[config.mk]
export PLATFORM = sky130hd
export DESIGN_NAME = bqf_ram
export DESIGN_NICKNAME = d
export VERILOG_FILES = /design/src/design/bqf_ram.sv
export SDC_FILE = /design/constraint.sdc
export NUM_CORES = 1
export LEC_CHECK = 0
export ABC_AREA = 1
export BUFFER_PORTS_ARGS = -buffer_cell sky130_fd_sc_hd__buf_2
export CORE_UTILIZATION = 37
export DETAILED_ROUTE_END_ITERATION = 10
export PLACE_DENSITY_LB_ADDON = 0.08
export RECOVER_POWER = 25
export SYNTH_ARGS = -nofsm -noshare
export SYNTH_HDL_FRONTEND = slang
export SYNTH_SLANG_ARGS = --single-unit
[constraint.sdc]
create_clock -name clk -period 1.05 [get_ports clk]
set_input_delay 0.105 -clock clk [delete_from_list [all_inputs] [get_ports clk]]
set_output_delay 0.105 -clock clk [all_outputs]
set_load 0.005 [all_outputs]
[src/design/bqf_ram.sv]
// ----------------------------------------------------------------------------
// bqf_ram
// Generic single-write, single-read RAM with a registered read port.
// ----------------------------------------------------------------------------
module bqf_ram #(
  parameter int WIDTH = 8,
  parameter int DEPTH = 8,
  localparam int AW = (DEPTH > 1) ? $clog2(DEPTH) : 1
) (
  input  logic             clk,
  input  logic             we,
  input  logic [AW-1:0]    waddr,
  input  logic [WIDTH-1:0] wdata,
  input  logic             re,
  input  logic [AW-1:0]    raddr,
  output logic [WIDTH-1:0] rdata
);

  logic [WIDTH-1:0] mem [DEPTH];

  always_ff @(posedge clk) begin
    if (we) begin
      mem[waddr] <= wdata;
    end
    if (re) begin
      rdata <= mem[raddr];
    end
  end

endmodule

==> summary.md, run 1 <==
| Metric | Value |
|---|---|
| Status | complete, no violations |
| RSZ-0062 raised after global routing | yes |
| Synth Instances | about 300 |
| First-pass GRT wire length | 10.2 mm |
| Total global routing overflow | 0 |
| Vias per cell | between 4 and 5 |
| Peak-usage layer in the global routing report | met2 |
| Largest stage delay, worst path | 0.41 ns |
| Crit-path cells | buf_2 |
| Final wirelength | 6.44 mm |
| Final worst-path cycle share | 95.3% |
| Largest family of logic cells by synthesized area | simple AND/OR/NAND/NOR gates |
| Post-synth top area share | 69.1% |
| Slew Limit Headroom | 75.6% |
| Post-synth cell types | 10 |
| Max_cap viols | 0 |
| Port bufs | 24 |
| Worst path slowest cell | edfxtp_1 |
| Final HPWL DP | 4.40 mm |
| Synth Net Count | 320 |
| Worst vdd ir | 0.647 mV |
| Worst Skew | 0.00565 ns |
| Post-CTS setup buffer count | 0 |
| Fmax | 999 MHz |
| Power per cell area | about 1700 nW/um^2 |
| Reg2reg setup slack | 0.07 ns |
| Site row count | 33 |
| Worst-margin pin slew | 0.366 ns |
| Setup violators final | 0 |
| Seq/Total Area, Yosys | just under 70% |
| H-tree levels | 3 |
| Post-Syn Area | 3130 um^2 |
| Number of global-route vias before repair | roughly 2000 |
| Crit-path max FO | 1 |
| Die width | 94.0 um |
| Leak | 1.75 nW |
| Simple-gate area share of the yosys netlist | 19.3% |
| CP top delay family | flip-flops |
| Crit path capture | rdata[1] |
| Clock Tree Buf Depth | 2 |
| Clock latency on the worst-skew pair | 0.34 ns |
| Critical path depth | 1 |
| Layout cell share with drive strength beyond 1 | 17.4% |
| CP arrival | 0.90 ns |
| Die area | 8830 um^2 |
| DRC viols | 0 |
| Total number of vias | slightly above 2000 |
| Met1 Use GR | 23.3% |
| Max-slew violation count | 0 |
| TritonCTS Sinks | 72 |
| Layout fillers | 802 |
| Die Ht | 94.0 um |
| Crit path required time | roughly 0.94 ns |
| GPL Wtd Cong | 0.708 |
| Multiplexer area fraction after synthesis | 0% |
| Core ar. | 8220 um^2 |
| Met3 usage | 3.32% |
| Initial Util | 38.1% |
| CP bufs+invs | 1 |
| Worst reg2reg path depth | 6 |
| Routing usage on met2 | 24.3% |
| Initial antenna violation count | 0 |
| Complex-gate fraction of the synthesized area | 0% |
| Reg2reg end | rdata[6]$_DFFE_PP_ |
| Layout overhead on the synthesized area | 20.2% |
| Antenna Violating Nets Remaining | 0 |
| Register area | 2160 um^2 |
| Crit path launch | rdata[1]$_DFFE_PP_ |
| Io pins | 25 |
| CTS root buf | clkbuf_8 |
| Clock slew at reported path FFs | approximately 0.070 ns |
| Biggest area consumer among synthesized cells | edfxtp_1 |
| Setup tns final | 0 ns |
| Drt wl/cell | around 14 um |
| Crit end category | primary output |
| CTS Buf Count | 9 |
| Drt first pass iters | 4 |
| Register bit count reported by yosys | 72 |
| Gr usage total | 16.6% |
| # diodes | 0 |
| Yosys warning total | 0 |
| Area of the multi-input gates | 618 um^2 |
| CP Launch Type | flip-flop |
| Synth top area cells | edfxtp_1 69%, nand2_1 13%, inv_1 8.2%, nand3_1 5.1%, buf_6 2.2% |
| TritonCTS clock tree | built |
| Hold/Removal Path Class | primary input to flip-flop |
| Hold buffer count at CTS | 0 |
| Xor-xnor portion of the synthesized cell area | 0% |
| Final Hold Viols | 0 |
| Utilization after layout | between 40% and 50% |
| Crit path kind | flip-flop to primary output |
| Final nets | 369 |
| Largest net degree at the start of global routing | 20 |
| Resize count post-CTS | 0 |
| Post-Synth Adder-Cell Area | 0% |
| Worst r2r src | mem[1][6]$_DFFE_PP_ |
| Detailed Route Iter0 Violations | 90 |
| Mean post-synth cell area | 10.3 um^2 |
| Final min period | 1.00 ns |
[final cells by class]
| class | count | area share [%] |
|---|---|---|
| inverter | 70 | 7.05 |
| clock inverter | 6 | 2.86 |
| clock buffer | 10 | 3.39 |
| multi-input combinational | 150 | 16.4 |
| tap | 105 | 3.49 |
| sequential | 72 | 57.5 |
| timing repair buffer | 49 | 9.31 |
[power breakdown]
group / switching (W) / leakage [nW] / internal (W) / total [W]
Clock: 0.000998 / 0.118 / 0.00157 / 0.00257
Sequential: 0.0000254 / 0.661 / 0.00328 / 0.00330
Combinational: 0.000286 / 0.971 / 0.000178 / 0.000464
Total: 0.00131 / 1.75 / 0.00503 / 0.00634
[flip-flops by register name (all words and copies together), names as in the netlist]
| name | count |
|---|---|
| mem | 64 |
| rdata | 8 |
[per-layer routing]
layer / up-vias / wire length [um]
li1: 1040 / -
met1: 948 / 3200
met2: 40 / 2860
met3: 10 / 261
met4: 0 / 118
met5: - / 0
[through the flow]
stage	worst slack (ns)	cell area [um^2]	hold slack, ns	total power (W)	instances
global route	-0.0274	3760	0.0539	0.00661	462
CTS	0.0385	3750	0.0249	0.00643	462
detailed placement	-0.00796	3520	0.391	0.00384	446
global placement	-0.0159	3520	0.392	0.00384	446
floorplan	0.0701	3130	0.204	0.00362	303
finish	0.0490	3760	0.0526	0.00634	462
[cells in the mapped netlist (all sizes together)]
| library cell | instances |
|---|---|
| buf | 11 |
| nor2 | 8 |
| nand2 | 110 |
| nand3 | 32 |
| edfxtp | 72 |
| inv | 70 |
[cells in the final DEF (no fill, tap or decap)]
master	instances
clkinv_4	1
nand2_1	110
nand3_1	29
buf_12	4
nand3_2	3
buf_2	18
clkbuf_1	7
edfxtp_1	72
inv_1	68
clkbuf_8	9
clkinv_2	1
nor2_1	8
inv_4	1
buf_4	21
bufinv_16	3
clkinv_1	1
inv_2	1
[worst min-delay path by stage]
stage,from,endpoint,slack (ns),depth (start not counted)
after global routing,wdata[0],mem[3][0]$_DFFE_PP_,0.05,1
after CTS,wdata[6],mem[2][6]$_DFFE_PP_,0.02,1
after floorplan,wdata[0],mem[0][0]$_DFFE_PP_,0.20,0
after detailed placement,wdata[4],mem[0][4]$_DFFE_PP_,0.39,1
after global placement,wdata[4],mem[2][4]$_DFFE_PP_,0.39,1
final,wdata[0],mem[0][0]$_DFFE_PP_,0.05,1
[kinds of logic (layout without fill, tap and decap cells)]
kind of cell | count (synthesis) | in the layout
and+or+nand+nor | 150 | 150
buffers and inverters | 81 | 135
DFF | 72 | 72
No activity file was read; power rests on OpenSTA's default activity.
==> inputs of run 2 (changes only) <==
==> constraint.sdc (replaced) <==
create_clock -name clk -period 0.8 [get_ports clk]
set_input_delay 0.08 -clock clk [delete_from_list [all_inputs] [get_ports clk]]
set_output_delay 0.08 -clock clk [all_outputs]
set_load 0.005 [all_outputs]
==> run 2 against run 1 <==
Net effect: setup slack worse by 0.24 ns; the flow now finishes with violations (setup timing); first-iteration DRC count up 6.7%; clock power up 20%; via count down 3.3%; highest routed layer unchanged; non-clock buffer count down 3; sequential share of layout area up 0.077 points.
==> summary.md, run 2 (synthesis results as in run 1) <==
| Metric | Value |
|---|---|
| Status | finished, violations left |
| Violated checks | setup timing |
| Total number of vias | 1971 |
| Regs by FF count | mem (64), rdata (8) |
| Site row count | 33 |
| Slew Limit Headroom | 76.0% |
| Setup violators final | 16 |
| Worst Hold Launch | wdata[0] |
| Worst r2r src | mem[0][1]$_DFFE_PP_ |
| PnR Total Power | 0.00805 W |
| First-pass GRT wire length | 10.3 mm |
| H-tree levels | 3 |
| Layout overhead on the synthesized area | 20.0% |
| Largest net degree at the start of global routing | 17 |
| Register area | about 2200 um^2 |
| DRC viols | 0 |
| Most common cell after layout, fill and taps aside | nand2_1 |
| Vias per cell | 4.29 |
| Worst Skew | 0.00545 ns |
| Final min period | 0.996 ns |
| Routing usage on met2 | 25.4% |
| Final wirelength | 6.67 mm |
| Most common cell type on the critical path | nand2_1 |
| GPL Wtd Cong | approximately 0.72 |
| Die area | 8830 um^2 |
| TritonCTS Sinks | 72 |
| Largest stage delay, worst path | 0.37 ns |
| Number of global-route vias before repair | 1868 |
| Core ar. | 8220 um^2 |
| Final setup margin | -0.196 ns |
| Drt first pass iters | 4 |
| CP arrival | approximately 1.1 ns |
| Max-slew violation count | 0 |
| RSZ-0062 raised after global routing | yes |
| Fmax | 1000 MHz |
| Final worst-path cycle share | 124% |
| Hold/Removal Path Class | primary input to flip-flop |
| Layout fillers | 812 |
| Peak-usage layer in the global routing report | met2 |
| CTS Buf Count | 9 |
| Io pins | 25 |
| # diodes | 0 |
| Reg with most FFs | mem |
| Crit end category | flip-flop |
| Clock latency on the worst-skew pair | 0.34 ns |
| Utilization after layout | 45.7% |
| CTS root buf | clkbuf_8 |
| Crit-path cells | inv_1 > nand2_1 > nand3_1 > nand2_1 > nand2_1 > nand2_1 |
| Final HPWL DP | 4.42 mm |
| Crit path kind | flip-flop to flip-flop |
| Drt wl/cell | 14.5 um |
| TritonCTS clock tree | built |
| Port bufs | 24 |
| Gr usage total | 16.8% |
| Crit-path max FO | 1 |
| Total global routing overflow | 0 |
| Final Hold Viols | 0 |
| Leak | 1.72 nW |
| Crit path launch | mem[0][1]$_DFFE_PP_ |
| Worst-margin pin slew | 0.360 ns |
| CP Launch Type | flip-flop |
| Initial Util | a little under two fifths |
| Commonest cells after routing, fill and taps aside | 108 x nand2_1, 72 x edfxtp_1, 68 x inv_1 |
| Area of the multi-input gates | 646 um^2 |
| Power per cell area | between 2000 and 2500 nW/um^2 |
| Max reg flops | 64 |
| Worst path slowest cell | edfxtp_1 |
| Initial antenna violation count | 0 |
| Max_cap viols | 0 |
| Die Ht | 94.0 um |
| Final nets | approximately 370 |
| Detailed Route Iter0 Violations | 96 |
| Die width | 94.0 um |
| Clock Tree Buf Depth | 2 |
| Worst vdd ir | between 1 and 1.5 mV |
| Antenna Violating Nets Remaining | 0 |
| Crit path required time | 0.89 ns |
| Layout cell share with drive strength beyond 1 | 18.9% |
| Met1 Use GR | 22.8% |
| Clock slew at reported path FFs | 0.08 ns |
| Met3 usage | 5.02% |
## run 2: changes by cell type in the layout (fill, tap and decap cells not counted), sizes merged
cell,change
bufinv,-1
clkinvlp,+2
buf,-2
clkinv,-1
clkbuf,-1
## run 2: per-layer routing
| layer | vias up | part of all wire (%) |
|---|---|---|
| met5 | - | 0 |
| li1 | 1030 | - |
| met1 | 911 | 50 |
| met2 | 28 | 46 |
| met4 | 0 | 0.60 |
| met3 | 2 | 3.3 |
## run 2: layout make-up
| class | count | share of cell area, % |
|---|---|---|
| repair buffers | 46 | 9.09 |
| multi-input cells | 150 | 17.2 |
| clock buffers | 10 | 3.40 |
| flip-flops and latches | 72 | 57.5 |
| well taps | 105 | 3.50 |
| clock inverters | 6 | 2.23 |
| inverters | 70 | 7.06 |
## run 2: repair_timing
action,CTS,global route
hold buffers,0,0
endpoints found under the setup margin,16,16
pin swaps,22,21
buffers inserted,0,0
gates cloned,0,0
resized for setup,2,3
## run 2: final timing paths
path / slack [ns] / cells past startpoint / end
worst min-delay path: 0.04 / 1 / mem[2][0]$_DFFE_PP_
worst min register to register: 0.71 / 6 / rdata[6]$_DFFE_PP_
worst max-delay path: -0.20 / 6 / rdata[1]$_DFFE_PP_
worst max register to register: -0.20 / 6 / rdata[1]$_DFFE_PP_
## run 2: per-stage QoR
step	setup TNS (ns)	hold slack (ns)	area (um^2)	instances	setup WS (ns)
2_1_floorplan	-6.09	0.179	3150	303	-0.141
3_3_place_gp	-15.10	0.374	3530	443	-0.270
3_5_place_dp	-14.77	0.378	3530	443	-0.288
4_1_cts	-2.46	0.0130	3750	459	-0.197
5_1_grt	-3.30	0.0288	3760	459	-0.279
6_report	-2.24	0.0358	3760	459	-0.196
## run 2: worst max-delay path, delay by kind of cell, from the launching register on
kind / cells / cell delay [ns]
and+or+nand+nor: 5 / 0.32
buffers and inverters: 1 / 0.06
DFF: 1 / 0.37
## run 2: power by group
| group | internal, W | total (W) | leakage, nW | switching [W] |
|---|---|---|---|---|
| clock | 0.00174 | 0.00308 | 0.0999 | 0.00134 |
| sequential | 0.00430 | 0.00433 | 0.661 | 0.0000303 |
| combinational | 0.000234 | 0.000633 | 0.959 | 0.000399 |
| total | 0.00628 | 0.00805 | 1.72 | 0.00177 |
==> inputs of run 3 (changes only) <==
--- a/config.mk
+++ b/config.mk
@@ -11,6 +11,7 @@
 export DETAILED_ROUTE_END_ITERATION = 10
 export PLACE_DENSITY_LB_ADDON = 0.08
 export RECOVER_POWER = 25
+export SETUP_SLACK_MARGIN = 0.5
 export SYNTH_ARGS = -nofsm -noshare
 export SYNTH_HDL_FRONTEND = slang
 export SYNTH_SLANG_ARGS = --single-unit
==> run 3 against run 2 <==
Net effect: the flow finishes with violations (DRC, setup timing); first-iteration DRC count shrank 20%; power fell by 7.4%; sequential cell count is the same; combinational power increased by 19%; die area is the same; design area grew 4.5%; critical path type unchanged; global-route usage is 0.53 points lower; sequential share of layout area fell by 2.5 points; sequential power about the same; critical endpoint is now rdata[3]$_DFFE_PP_; largest power group unchanged; highest routed layer unchanged; wire length is 6.6% lower; clock power down 23%; via count decreased by 1.6%.
==> summary.md, run 3 (synthesis results as in run 1) <==
| Metric | Value |
|---|---|
| Reg2reg setup slack | -0.16 ns |
| Status | finished, violations left |
| H-tree levels | 3 |
| Crit end category | flip-flop |
| CP top delay family | flip-flops |
| Largest stage delay, worst path | 0.38 ns |
| Io pins | 25 |
| Worst Hold Endpoint | mem[3][0]$_DFFE_PP_ |
| Slew Limit Headroom | 77.9% |
| Hold buffer count at CTS | 0 |
| Worst path slowest cell | edfxtp_1 |
| Violated checks | DRC, setup timing |
| Reg2reg end | rdata[3]$_DFFE_PP_ |
| Final worst-path cycle share | 120% |
| Final setup margin | -0.158 ns |
| Final HPWL DP | ~4.2 mm |
| Crit path required time | 0.88 ns |
| Gate power share | 10.1% |
| CTS Buf Count | 9 |
| Regs by FF count | mem (64), rdata (8) |
| Switching Share | 23.4% |
| Clock Power Share | 31.7% |
| TritonCTS Sinks | just over 70 |
| Sequential share of power | just under 60% |
| Most common cell type on the critical path | nand2_1 |
| DRC viols | 2 |
| CP bufs+invs | 1 |
| Fmax | 1040 MHz |
| TritonCTS clock tree | built |
| Drt wl/cell | ~14 um |
| PnR Total Power | 0.00745 W |
| Max reg flops | 64 |
| Total global routing overflow | 0 |
| Die Ht | approximately 94 um |
| Int Pwr | around 0.0057 W |
| Post-route cell area | 3930 um^2 |
| Antenna Violating Nets Remaining | 0 |
| Largest net degree at the start of global routing | 19 |
| Detailed Route Iter0 Violations | 77 |
| Sw Pwr | between 0.0015 and 0.002 W |
| Reg with most FFs | mem |
| Final wirelength | 6.23 mm |
| Layout cell share with drive strength beyond 1 | between 10% and 20% |
| Utilization after layout | 47.8% |
| Crit-path cells | inv_1 > nand2_1 > nand3_1 > nand2_1 > nand2_1 > nand2_1 |
| Register area | 2160 um^2 |
| Setup violators final | 16 |
| Worst vdd ir | between 0.9 and 1 mV |
| Initial Util | 38.1% |
| Drt first pass iters | 7 |
| CP arrival | 1.04 ns |
| RSZ-0062 raised after global routing | yes |
| Power per cell area | 1900 nW/um^2 |
| Max_cap viols | 0 |
| Die area | 8830 um^2 |
| Clock slew at reported path FFs | 0.08 ns |
| Hold/Removal Path Class | primary input to flip-flop |
| Area of the multi-input gates | roughly 760 um^2 |
| Number of cells on the worst hold path | 1 |
| Crit path launch | mem[7][3]$_DFFE_PP_ |
| Layout overhead on the synthesized area | 25.5% |
| # diodes | 0 |
| Worst reg2reg path depth | 6 |
| Number of global-route vias before repair | 1865 |
| Layout fillers | approximately 780 |
| Most common cell after layout, fill and taps aside | nand2_1 |
| Clock Tree Buf Depth | 2 |
| Clock latency on the worst-skew pair | 0.33 ns |
| First-pass GRT wire length | 10.1 mm |
| Final Hold Viols | 0 |
| GPL Wtd Cong | ~0.74 |
| Final min period | 0.958 ns |
| Die width | 94.0 um |
| Total number of vias | 1939 |
| Placed cell area | roughly 3700 um^2 |
| CP Launch Type | flip-flop |
| Max-slew violation count | 0 |
| Worst-margin pin slew | about 0.33 ns |
| Crit path kind | flip-flop to flip-flop |
| Site row count | 33 |
| Commonest cells after routing, fill and taps aside | 104 x nand2_1, 72 x edfxtp_1, 65 x inv_1 |
| Worst Skew | slightly below 0.009 ns |
| Crit-path max FO | 1 |
| CTS root buf | clkbuf_8 |
| Port bufs | 24 |
| Leak | 1.73 nW |
| Final nets | about 360 |
| Worst r2r src | mem[7][3]$_DFFE_PP_ |
| Initial antenna violation count | 0 |
| Core ar. | 8220 um^2 |
| Worst Hold Launch | wdata[0] |
| Gr usage total | approximately 16% |
| Vias per cell | around 4.3 |
-- run 3: cell count changes in the layout (fill, tap and decap cells not counted), moves of 4 or more --
cell	before	now
buf_4	17	8
buf_12	5	12
nand2_8	0	6
nor2_4	2	8
buf_2	19	14
nand2_1	108	104
-- run 3: power groups by stage --
stage / logic [W] / clock network, W / registers (W)
after floorplan: 0.000415 / 0 / 0.00442
after global placement: 0.000729 / 0 / 0.00442
after detailed placement: 0.000733 / 0 / 0.00442
after CTS: 0.000775 / 0.00242 / 0.00434
after global routing: 0.000842 / 0.00258 / 0.00435
final: 0.000751 / 0.00236 / 0.00434
-- run 3: what timing repair did --
item / 4_1_cts / 5_1_grt
gates resized for setup: 16 / 0
buffers inserted: 0 / 0
pin swaps: 26 / 14
setup endpoints to repair: 80 / 80
-- run 3: worst max path at each step --
| stage | end | slack (ns) | cells past startpoint |
|---|---|---|---|
| after floorplan | rdata[6]$_DFFE_PP_ | -0.07 | 6 |
| after global placement | mem[7][7]$_DFFE_PP_ | -0.27 | 3 |
| after detailed placement | mem[7][7]$_DFFE_PP_ | -0.28 | 3 |
| after CTS | rdata[3] | -0.18 | 1 |
| after global routing | rdata[3]$_DFFE_PP_ | -0.29 | 6 |
| final | rdata[3]$_DFFE_PP_ | -0.16 | 6 |
-- run 3: metrics by stage --
step	setup TNS (ns)	instances	worst slack [ns]	hold slack (ns)
CTS	-2.36	454	-0.185	0.00586
finish	-2.09	454	-0.158	0.0502
global placement	-15.65	438	-0.274	0.357
detailed placement	-15.99	438	-0.279	0.363
global route	-3.22	454	-0.286	0.0453
floorplan	-0.578	303	-0.0724	0.179
-- run 3: layout make-up --
type,count,area share [%]
inverter,70,8.00
timing repair buffer,41,10.3
clock buffer,11,3.35
multi-input combinational,150,19.4
tap,105,3.35
clock inverter,5,0.605
sequential,72,55.0
-- run 3: routing by layer --
| layer | global-route usage, % | share of wire, % | wire length, um | vias up |
|---|---|---|---|---|
| met5 | 0 | 0 | 0 | - |
| met4 | 7.69 | 1.1 | 71 | 0 |
| met3 | 2.51 | 3.0 | 187 | 6 |
| met2 | 25.5 | 46 | 2880 | 37 |
| met1 | 22.0 | 50 | 3080 | 873 |
| li1 | - | - | - | 1023 |
-- run 3: worst register-to-register path: stages (launching register included) --
cell	delay (ns)
edfxtp_1	0.38
inv_1	0.06
nand2_1	0.04
nand3_1	0.07
nand2_1	0.05
nand2_1	0.05
nand2_1	0.06
